--- src/chr_pkg.sv ---
`timescale 1ns / 1ps
`default_nettype none

package chr_pkg;

    localparam int unsigned FIELD_W = 32;

    // link states
    localparam logic [2:0] ST_CLOSED      = 3'd0;
    localparam logic [2:0] ST_SYN_SENT    = 3'd1;
    localparam logic [2:0] ST_ESTABLISHED = 3'd2;
    localparam logic [2:0] ST_FIN_WAIT    = 3'd3;
    localparam logic [2:0] ST_TIME_WAIT   = 3'd4;

    // reported events
    localparam logic [2:0] EV_NONE          = 3'd0;
    localparam logic [2:0] EV_CONNECTED     = 3'd1;
    localparam logic [2:0] EV_OPEN_FAILED   = 3'd2;
    localparam logic [2:0] EV_CLOSE_FAILED  = 3'd3;
    localparam logic [2:0] EV_CLOSED        = 3'd4;
    localparam logic [2:0] EV_RETRANSMITTED = 3'd5;

    // item kinds
    localparam logic [1:0] KIND_TICK   = 2'd0;
    localparam logic [1:0] KIND_PACKET = 2'd1;
    localparam logic [1:0] KIND_OPEN   = 2'd2;
    localparam logic [1:0] KIND_CLOSE  = 2'd3;

    // configuration register indexes
    localparam logic [1:0] CFG_WAIT_TICKS   = 2'd0;
    localparam logic [1:0] CFG_RETRY_LIMIT  = 2'd1;
    localparam logic [1:0] CFG_LINGER_TICKS = 2'd2;

    localparam logic [15:0] WAIT_TICKS_RST   = 16'd200;
    localparam logic [7:0]  RETRY_LIMIT_RST  = 8'd10;
    localparam logic [15:0] LINGER_TICKS_RST = 16'd400;

    typedef struct packed {
        logic [1:0]         kind;
        logic               rx_syn;
        logic               rx_ack;
        logic               rx_fin;
        logic [FIELD_W-1:0] rx_seq;
        logic [FIELD_W-1:0] rx_ack_number;
        logic               rx_checksum_ok;
    } in_word_t;

    typedef struct packed {
        logic               send_packet;
        logic               tx_syn;
        logic               tx_ack;
        logic               tx_fin;
        logic [FIELD_W-1:0] tx_seq;
        logic [FIELD_W-1:0] tx_ack_number;
        logic [2:0]         link_state;
        logic [2:0]         event_res;
    } out_word_t;

    typedef struct packed {
        logic [1:0]  index;
        logic [15:0] data;
    } cfg_word_t;

    typedef struct packed {
        logic [15:0] wait_ticks;
        logic [7:0]  retry_limit;
        logic [15:0] linger_ticks;
    } cfg_regs_t;

    // handshake progress apart from the sequence number
    typedef struct packed {
        logic [2:0]  conn_state;
        logic [7:0]  retry_count;
        logic [15:0] wait_timer;
    } ctrl_t;

endpackage

`default_nettype wire

--- src/chr_ifs.sv ---
`timescale 1ns / 1ps
`default_nettype none

interface chr_item_if import chr_pkg::*; ();
    logic     valid;
    logic     ready;
    in_word_t data;

    modport source (output valid, output data, input ready);
    modport sink (input valid, input data, output ready);
endinterface

interface chr_result_if import chr_pkg::*; ();
    logic      valid;
    logic      ready;
    out_word_t data;

    modport source (output valid, output data, input ready);
    modport sink (input valid, input data, output ready);
endinterface

interface chr_cfg_if import chr_pkg::*; ();
    logic      valid;
    logic      ready;
    cfg_word_t data;

    modport source (output valid, output data, input ready);
    modport sink (input valid, input data, output ready);
endinterface

`default_nettype wire

--- src/connection_handshake_with_retry_core.sv ---
`timescale 1ns / 1ps
`default_nettype none

// client side of a tcp-style open and close handshake with resend on timeout
// item channel: ticks, received packets and open or close commands, one word each
// result channel: exactly one word per item, carrying the control packet to send
//   (if any), the link state after the item and an event code
// cfg channel: register writes (wait ticks, retry limit, linger ticks), always ready,
//   to be written only while no item is in flight; unknown indexes are dropped
// path: a taken item waits in the input register, then its result in the result register,
//   from which it is offered
// throughput: one item per cycle while results are taken; the state update is a single pass
//   of compare and increment logic between the input and result registers
// stall: a held result keeps its register; one more item waits in the input
//   register, after which item.ready drops until the result is taken
// reset: link closed, sequence zero, counters cleared, registers 200 / 10 / 400,
//   both pipeline registers empty
module connection_handshake_with_retry_core import chr_pkg::*; #(
    parameter int unsigned SEQ_WIDTH = 32
) (
    input  wire logic     clk,
    input  wire logic     rst_n,
    chr_item_if.sink      item,
    chr_result_if.source  result,
    chr_cfg_if.sink       cfg
);

    logic                 in_valid_reg;
    logic                 in_valid_next;
    in_word_t             in_data_reg;
    logic                 out_valid_reg;
    logic                 out_valid_next;
    out_word_t            out_data_reg;
    out_word_t            step_res;
    cfg_regs_t            regs_reg;
    ctrl_t                ctrl_reg;
    ctrl_t                ctrl_next;
    logic [SEQ_WIDTH-1:0] send_seq_reg;
    logic [SEQ_WIDTH-1:0] send_seq_next;
    logic                 advance;
    logic                 take_in;

    assign advance    = !out_valid_reg || result.ready;
    assign item.ready = !in_valid_reg || advance;
    assign take_in    = item.valid && item.ready;
    assign cfg.ready  = 1'b1;

    assign in_valid_next  = take_in || (in_valid_reg && !advance);
    assign out_valid_next = (in_valid_reg && advance) || (out_valid_reg && !result.ready);

    chr_step #(
        .SEQ_WIDTH (SEQ_WIDTH)
    ) u_step (
        .word          (in_data_reg),
        .regs          (regs_reg),
        .ctrl          (ctrl_reg),
        .send_seq      (send_seq_reg),
        .ctrl_next     (ctrl_next),
        .send_seq_next (send_seq_next),
        .res           (step_res)
    );

    always_ff @(posedge clk or negedge rst_n)
    begin
        if (!rst_n)
        begin
            in_valid_reg  <= 1'b0;
            out_valid_reg <= 1'b0;
            ctrl_reg      <= '0;
            send_seq_reg  <= '0;
            regs_reg      <= '{wait_ticks:   WAIT_TICKS_RST,
                               retry_limit:  RETRY_LIMIT_RST,
                               linger_ticks: LINGER_TICKS_RST};
        end
        else
        begin
            in_valid_reg  <= in_valid_next;
            out_valid_reg <= out_valid_next;
            if (in_valid_reg && advance)
            begin
                ctrl_reg     <= ctrl_next;
                send_seq_reg <= send_seq_next;
            end
            if (cfg.valid)
            begin
                case (cfg.data.index)
                    CFG_WAIT_TICKS:   regs_reg.wait_ticks   <= cfg.data.data;
                    CFG_RETRY_LIMIT:  regs_reg.retry_limit  <= cfg.data.data[7:0];
                    CFG_LINGER_TICKS: regs_reg.linger_ticks <= cfg.data.data;
                    default:          regs_reg              <= regs_reg;
                endcase
            end
        end
    end

    // payload words, no reset needed
    always_ff @(posedge clk)
    begin
        if (take_in)
        begin
            in_data_reg <= item.data;
        end
        if (in_valid_reg && advance)
        begin
            out_data_reg <= step_res;
        end
    end

    assign result.valid = out_valid_reg;
    assign result.data  = out_data_reg;

`ifndef SYNTHESIS
    // closed and established always leave the retry and timer counters clear
    a_idle_counters_clear: assert property (@(posedge clk) disable iff (!rst_n)
        (ctrl_reg.conn_state == ST_CLOSED || ctrl_reg.conn_state == ST_ESTABLISHED)
        |-> (ctrl_reg.retry_count == 8'd0 && ctrl_reg.wait_timer == 16'd0))
        else $error("counters not clear in a settled state");

    a_word_moves_on: assert property (@(posedge clk) disable iff (!rst_n)
        (in_valid_reg && advance) |=> out_valid_reg)
        else $error("pending word lost on its way to the result register");

    a_quiet_word_zero: assert property (@(posedge clk) disable iff (!rst_n)
        (out_valid_reg && !out_data_reg.send_packet)
        |-> (!out_data_reg.tx_syn && !out_data_reg.tx_ack && !out_data_reg.tx_fin
             && out_data_reg.tx_seq == '0 && out_data_reg.tx_ack_number == '0))
        else $error("packet fields set with no packet to send");

    a_connected_acks: assert property (@(posedge clk) disable iff (!rst_n)
        (out_valid_reg && out_data_reg.event_res == EV_CONNECTED)
        |-> (out_data_reg.send_packet && out_data_reg.tx_ack
             && out_data_reg.link_state == ST_ESTABLISHED))
        else $error("connect reported without its ack");

    a_state_holds_stalled: assert property (@(posedge clk) disable iff (!rst_n)
        !(in_valid_reg && advance) |=> $stable(ctrl_reg) && $stable(send_seq_reg))
        else $error("link state moved with no word processed");
`endif

endmodule

`default_nettype wire

--- src/chr_step.sv ---
`timescale 1ns / 1ps
`default_nettype none

module chr_step import chr_pkg::*; #(
    parameter int unsigned SEQ_WIDTH = 32
) (
    input  wire in_word_t             word,
    input  wire cfg_regs_t            regs,
    input  wire ctrl_t                ctrl,
    input  wire logic [SEQ_WIDTH-1:0] send_seq,
    output ctrl_t                     ctrl_next,
    output logic [SEQ_WIDTH-1:0]      send_seq_next,
    output out_word_t                 res
);

    logic [15:0]          wait_lim;
    logic [15:0]          linger_lim;
    logic [15:0]          timer_inc;
    logic [SEQ_WIDTH-1:0] seq_prev;
    logic [SEQ_WIDTH-1:0] seq_inc;
    logic [SEQ_WIDTH-1:0] rx_seq_inc;
    logic                 reply_ok;
    logic                 is_syn;

    // a zero limit behaves as one
    assign wait_lim   = (regs.wait_ticks == 16'd0) ? 16'd1 : regs.wait_ticks;
    assign linger_lim = (regs.linger_ticks == 16'd0) ? 16'd1 : regs.linger_ticks;
    assign timer_inc  = (ctrl.wait_timer == 16'hFFFF) ? 16'hFFFF : ctrl.wait_timer + 16'd1;
    assign seq_prev   = send_seq - SEQ_WIDTH'(1);
    assign seq_inc    = send_seq + SEQ_WIDTH'(1);
    assign rx_seq_inc = word.rx_seq[SEQ_WIDTH-1:0] + SEQ_WIDTH'(1);
    assign reply_ok   = word.rx_checksum_ok && word.rx_ack
                        && (word.rx_ack_number[SEQ_WIDTH-1:0] == send_seq);
    assign is_syn     = (ctrl.conn_state == ST_SYN_SENT);

    always_comb
    begin
        ctrl_next     = ctrl;
        send_seq_next = send_seq;
        res           = '0;
        res.event_res = EV_NONE;
        case (word.kind)
            KIND_TICK:
            begin
                if (ctrl.conn_state == ST_SYN_SENT || ctrl.conn_state == ST_FIN_WAIT)
                begin
                    ctrl_next.wait_timer = timer_inc;
                    if (timer_inc >= wait_lim)
                    begin
                        ctrl_next.wait_timer = 16'd0;
                        if (ctrl.retry_count == regs.retry_limit)
                        begin
                            ctrl_next.conn_state  = is_syn ? ST_CLOSED : ST_ESTABLISHED;
                            ctrl_next.retry_count = 8'd0;
                            res.event_res = is_syn ? EV_OPEN_FAILED : EV_CLOSE_FAILED;
                        end
                        else
                        begin
                            ctrl_next.retry_count = ctrl.retry_count + 8'd1;
                            res.send_packet = 1'b1;
                            res.tx_syn      = is_syn;
                            res.tx_fin      = !is_syn;
                            res.tx_seq      = FIELD_W'(seq_prev);
                            res.event_res   = EV_RETRANSMITTED;
                        end
                    end
                end
                else if (ctrl.conn_state == ST_TIME_WAIT)
                begin
                    ctrl_next.wait_timer = timer_inc;
                    if (timer_inc >= linger_lim)
                    begin
                        ctrl_next.conn_state  = ST_CLOSED;
                        ctrl_next.wait_timer  = 16'd0;
                        ctrl_next.retry_count = 8'd0;
                        send_seq_next         = '0;
                        res.event_res         = EV_CLOSED;
                    end
                end
            end
            KIND_PACKET:
            begin
                if (reply_ok && ((is_syn && word.rx_syn)
                    || (ctrl.conn_state == ST_FIN_WAIT && word.rx_fin)))
                begin
                    res.send_packet       = 1'b1;
                    res.tx_ack            = 1'b1;
                    res.tx_seq            = FIELD_W'(send_seq);
                    res.tx_ack_number     = FIELD_W'(rx_seq_inc);
                    ctrl_next.retry_count = 8'd0;
                    ctrl_next.wait_timer  = 16'd0;
                    if (is_syn)
                    begin
                        ctrl_next.conn_state = ST_ESTABLISHED;
                        res.event_res        = EV_CONNECTED;
                    end
                    else
                    begin
                        ctrl_next.conn_state = ST_TIME_WAIT;
                    end
                end
            end
            KIND_OPEN:
            begin
                if (ctrl.conn_state == ST_CLOSED)
                begin
                    res.send_packet       = 1'b1;
                    res.tx_syn            = 1'b1;
                    res.tx_seq            = FIELD_W'(send_seq);
                    send_seq_next         = seq_inc;
                    ctrl_next.conn_state  = ST_SYN_SENT;
                    ctrl_next.retry_count = 8'd0;
                    ctrl_next.wait_timer  = 16'd0;
                end
            end
            KIND_CLOSE:
            begin
                if (ctrl.conn_state == ST_ESTABLISHED)
                begin
                    res.send_packet       = 1'b1;
                    res.tx_fin            = 1'b1;
                    res.tx_seq            = FIELD_W'(send_seq);
                    send_seq_next         = seq_inc;
                    ctrl_next.conn_state  = ST_FIN_WAIT;
                    ctrl_next.retry_count = 8'd0;
                    ctrl_next.wait_timer  = 16'd0;
                end
            end
            default:
            begin
                ctrl_next = ctrl;
            end
        endcase
        res.link_state = ctrl_next.conn_state;
    end

endmodule

`default_nettype wire
--- src/flat_wrapper.sv ---
// flat-port wrapper written by rule: the top's interface ports become plain ports
module connection_handshake_with_retry_core_flat import chr_pkg::*;
#(
    parameter int unsigned SEQ_WIDTH = 32
)
  (clk, rst_n, item_valid, item_data, item_ready, result_valid, result_data, result_ready, cfg_valid, cfg_data, cfg_ready);
  chr_item_if item_i ();
  chr_result_if result_i ();
  chr_cfg_if cfg_i ();
  input  wire logic clk;
  input  wire logic rst_n;
  input wire logic [$bits(item_i.valid)-1:0] item_valid;
  input wire logic [$bits(item_i.data)-1:0] item_data;
  output wire logic [$bits(item_i.ready)-1:0] item_ready;
  output wire logic [$bits(result_i.valid)-1:0] result_valid;
  output wire logic [$bits(result_i.data)-1:0] result_data;
  input wire logic [$bits(result_i.ready)-1:0] result_ready;
  input wire logic [$bits(cfg_i.valid)-1:0] cfg_valid;
  input wire logic [$bits(cfg_i.data)-1:0] cfg_data;
  output wire logic [$bits(cfg_i.ready)-1:0] cfg_ready;
  assign item_i.valid = item_valid;
  assign item_i.data = item_data;
  assign item_ready = item_i.ready;
  assign result_valid = result_i.valid;
  assign result_data = result_i.data;
  assign result_i.ready = result_ready;
  assign cfg_i.valid = cfg_valid;
  assign cfg_i.data = cfg_data;
  assign cfg_ready = cfg_i.ready;
  connection_handshake_with_retry_core #(.SEQ_WIDTH(SEQ_WIDTH)) u_core (.clk(clk), .rst_n(rst_n), .item(item_i), .result(result_i), .cfg(cfg_i));
endmodule
--- config.mk ---
export PLATFORM = sky130hd
export DESIGN_NAME = connection_handshake_with_retry_core_flat
export DESIGN_NICKNAME = d
export VERILOG_FILES = /design/src/chr_pkg.sv /design/src/chr_ifs.sv /design/src/connection_handshake_with_retry_core.sv /design/src/chr_step.sv /design/src/flat_wrapper.sv
export SDC_FILE = /design/constraint.sdc
export NUM_CORES = 1
export LEC_CHECK = 0
export BUFFER_PORTS_ARGS = -buffer_cell sky130_fd_sc_hd__buf_2
export CAP_MARGIN = 5
export CORE_MARGIN = 1.5
export CORE_UTILIZATION = 63
export CTS_CLUSTER_DIAMETER = 30
export CTS_CLUSTER_SIZE = 14
export DETAILED_ROUTE_END_ITERATION = 12
export HOLD_SLACK_MARGIN = 0.05
export PLACE_DENSITY = 0.9
export SYNTH_ARGS = -nofsm -noshare
export SYNTH_HDL_FRONTEND = slang
export SYNTH_SLANG_ARGS = --single-unit
export TNS_END_PERCENT = 20
--- constraint.sdc ---
create_clock -name clk -period 10.19 [get_ports clk]
set_input_delay 1.019 -clock clk [delete_from_list [all_inputs] [get_ports clk]]
set_output_delay 1.019 -clock clk [all_outputs]
set_load 0.1 [all_outputs]
==> impl_results.md <==
* CP max stage cell: o21a_1
* I/O pin count at 170
* Main combinational cell family by area after synthesis: simple AND/OR/NAND/NOR gates
* Gate Count Post-Synth at ~1,200
* Mux cell area share after synthesis at 2.88%
* Dominant synthesized flop cell: edfxtp_1
* Synth warn at 0
* Slowest stage delay, CP at 1.03 ns
* All-Layer GR Usage at 31.9%
* Clk_lat worst skew at 0.54 ns
* Fin. Hold Viols at 0
* Worst min-delay path category: in2async
* Worst-Margin Slew at 1.25 ns
* Root buf cell: clkbuf_16
* Main area contributors after synthesis: edfxtp_1, dfrtp_1, ha_1
* Post-route ant nets at 0
* Setup violators final at 0
* Most frequent cells in the layout: buf_2, edfxtp_1, nor2_1
* Unrepaired setup endpoints after global routing: false
* TritonCTS buffer count at 41
* Setup Skew at between 0.015 and 0.02 ns
* Clk network pwr share at 46.5%
* Die Y at around 150 um
* Post-DP Area at 0.0137 mm^2
* Comb power frac at 15.2%
* Initial Utilization at 64.9%
* Internal power at approximately 2.2 mW
* Asr flop ratio synth at 41.2%
* Yosys top cell area share at 33.9%
* Leak at approximately 6.5 nW
* Cts hold-fix bufs at 0
* CP Capture Type: flop
* Routed WL per cell at approximately 20 um
* Worst endpoint data arrival time at 6.47 ns
* Vias per inst at 6.45
* # H-tree levels at 2
* Hold Worst Slack at about 0.45 ns
* CTS Sinks at 245
* Netlist Area Pre-Place at between 0.01 and 0.015 mm^2
* Pin count of the biggest net entering global routing at between 70 and 80
* Hpwl dp at 21.1 mm
* Fmax at 0.163 GHz
* Worst slack, placed at 4.21 ns
* Simple-gate portion of the synthesized area at between 15 and 20%
* RR Startpoint: u_core.ctrl_reg[0]$_DFFE_PN0P_
* Layout Utilization at 77.1%
* DRC at 0
* Worst Slack Setup Final at 4.06 ns
* CTS Buffer Depth at 3
* PnR Total Power at ~3.1 mW
* PortBufs at 168
* Reg2reg setup slack at just over 4 ns
* GRT busiest layer: met2
* Pwr Density at 207 mW/mm^2
* Initial antenna violation count at 1
* Syn Nets at 1,329
* End of the worst register-to-register path: u_core.send_seq_reg[0]$_DFFE_PN0P_
* Commonest non-fill, non-tap cell in the layout: buf_2
* Post-synthesis xor/xnor area fraction at 5.28%
* Synth cell types at 65
* Share of layout cells above drive strength 1 at 22.5%
* First-pass GRT wire length at ~54 mm
* Final WL at about 33 mm
* Clock slew at reported path FFs at 0.06 ns
* Layout area overhead at 18.7%
* Number of flip-flops in the largest register at between 70 and 80
* Critical path required time at 10.54 ns
* Adder-Cell Fraction of Synth Area at 3.80%
* Seq cells post-synth at between 200 and 250
* Maximum VDD drop at 0.170 mV
* Post-Synthesis Mean Instance Area at 10.7 um^2
* R2R depth at 14
* Status: finished clean
* CTS tree: done
* Crit-path cells: ha_1, nand3_1, nor2_1, nand3_1, nand2_1, ha_1, and3_1, a221o_1, a21oi_1, o21ai_1, a311oi_1, o21a_1, or3_1, o21ai_0
* Crit Path Max Fanout at 34
* Fin crit share at 60.1%
* Sw power at roughly 0.9 mW
* Sequential Power Share at 38.3%
* Congestion Overflow GR at 0
* # resized after CTS at 0
* Final instance area at 0.0152 mm^2
* Post-synth EDFFs at 144
* Cell taking the most area after synthesis: edfxtp_1
* Met3 Track Usage GR at ~7%
* Setup crit start: u_core.ctrl_reg[0]$_DFFE_PN0P_
* Via Count at 10,500
* Fin nets at 1,467
* Vias in the first global route at 10,400
* Die width at 145 um
* Switch share at 29.1%
* Core area at 0.0197 mm^2
* Placed Cells at roughly 1,600
* Slew Limit Headroom at around 17%
* Cell Count, Final, Fillers Out at 1,635
* GPL Wtd Cong at around 0.9
* Critical path class: reg2reg
* Drt initial violations at 1,393
* Setup TNS at 0 ns
* Grt met1 use at 40.5%
* Setup Buffers After CTS at 0
* DR pass1 iterations at 8
* Sequential-to-total area share from yosys stat at 53.8%
* Max Cap Violations at 0
* Met2 global-route usage at between 50% and 60%
* DIE AREA at 0.0211 mm^2
* Compound-Gate Fraction of Synth Area at 14.0%
* Critical path launch point type: flop
* # rows at 51
* Slew Limit Fails at 0
* Min Tclk post-route at 6.13 ns
[metal layers]
| layer | share of wire, % | up-vias |
|---|---|---|
| met3 | 10 | 157 |
| li1 | - | 4691 |
| met5 | 0 | - |
| met4 | 4.6 | 0 |
| met1 | 36 | 4987 |
| met2 | 49 | 711 |
[critical path, delay by kind of cell (launching register included)]
kind / cells / cell delay, ns
fa+ha+maj: 2 / 0.55
simple gates: 6 / 2.52
flops: 1 / 0.40
compound gates: 6 / 2.45
[cells in the mapped netlist, drive strengths merged, types with 10 or more instances]
library cell and instances:
inv 48, a21oi 47, nor4 26, xor2 52, xnor2 25, edfxtp 144
clkbuf 61, nor3 26, nor2 101, mux2 30, buf 19, nand2b 14
nand4 14, and3 35, nand3 39, o31ai 48, a31oi 15, o21ai 74
a21o 17, dfrtp 93, and4 10, or2 10, and2 15, ha 38
nand2 90
[power groups by stage]
stage               sequential [mW]  combinational (mW)  clock (mW)
floorplan                      1.33               0.222           0
global placement               1.21               0.446           0
detailed placement             1.21               0.459           0
CTS                            1.20               0.470        1.46
global route                   1.21               0.510        1.51
finish                         1.20               0.476        1.46
[cell families (layout without fill, tap and decap cells)]
family                     count (synthesis)  after routing
muxes                                     33             33
other                                      1              2
and+or+nand+nor                          411            411
adders and majority gates                 39             39
DFF                                      245            245
AOI/OAI and AO/OA                        264            264
buffers and inverters                    128            299
xor gates and xnor gates                  77             77
[layout make-up]
type | count | area, um^2
tap | 265 | 332
multi-input combinational | 825 | 5400
sequential | 245 | 6860
clock buffer | 51 | 1140
antenna | 1 | 2.50
fill | 1194 | 4500
clock inverter | 25 | 335
inverter | 48 | 180
timing repair buffer | 175 | 903
[worst max path at each step]
stage                                          end  slack (ns)  depth (start not counted)
2_1_floorplan     u_core.result.data[48]$_DFFE_PP_        5.98                         17
3_3_place_gp   u_core.send_seq_reg[27]$_DFFE_PN0P_        4.40                         14
3_5_place_dp   u_core.send_seq_reg[10]$_DFFE_PN0P_        4.21                         13
4_1_cts        u_core.send_seq_reg[27]$_DFFE_PN0P_        4.26                         14
5_1_grt        u_core.send_seq_reg[10]$_DFFE_PN0P_        3.67                         14
6_report        u_core.send_seq_reg[0]$_DFFE_PN0P_        4.06                         14
No activity file was read; power rests on OpenSTA's default activity.
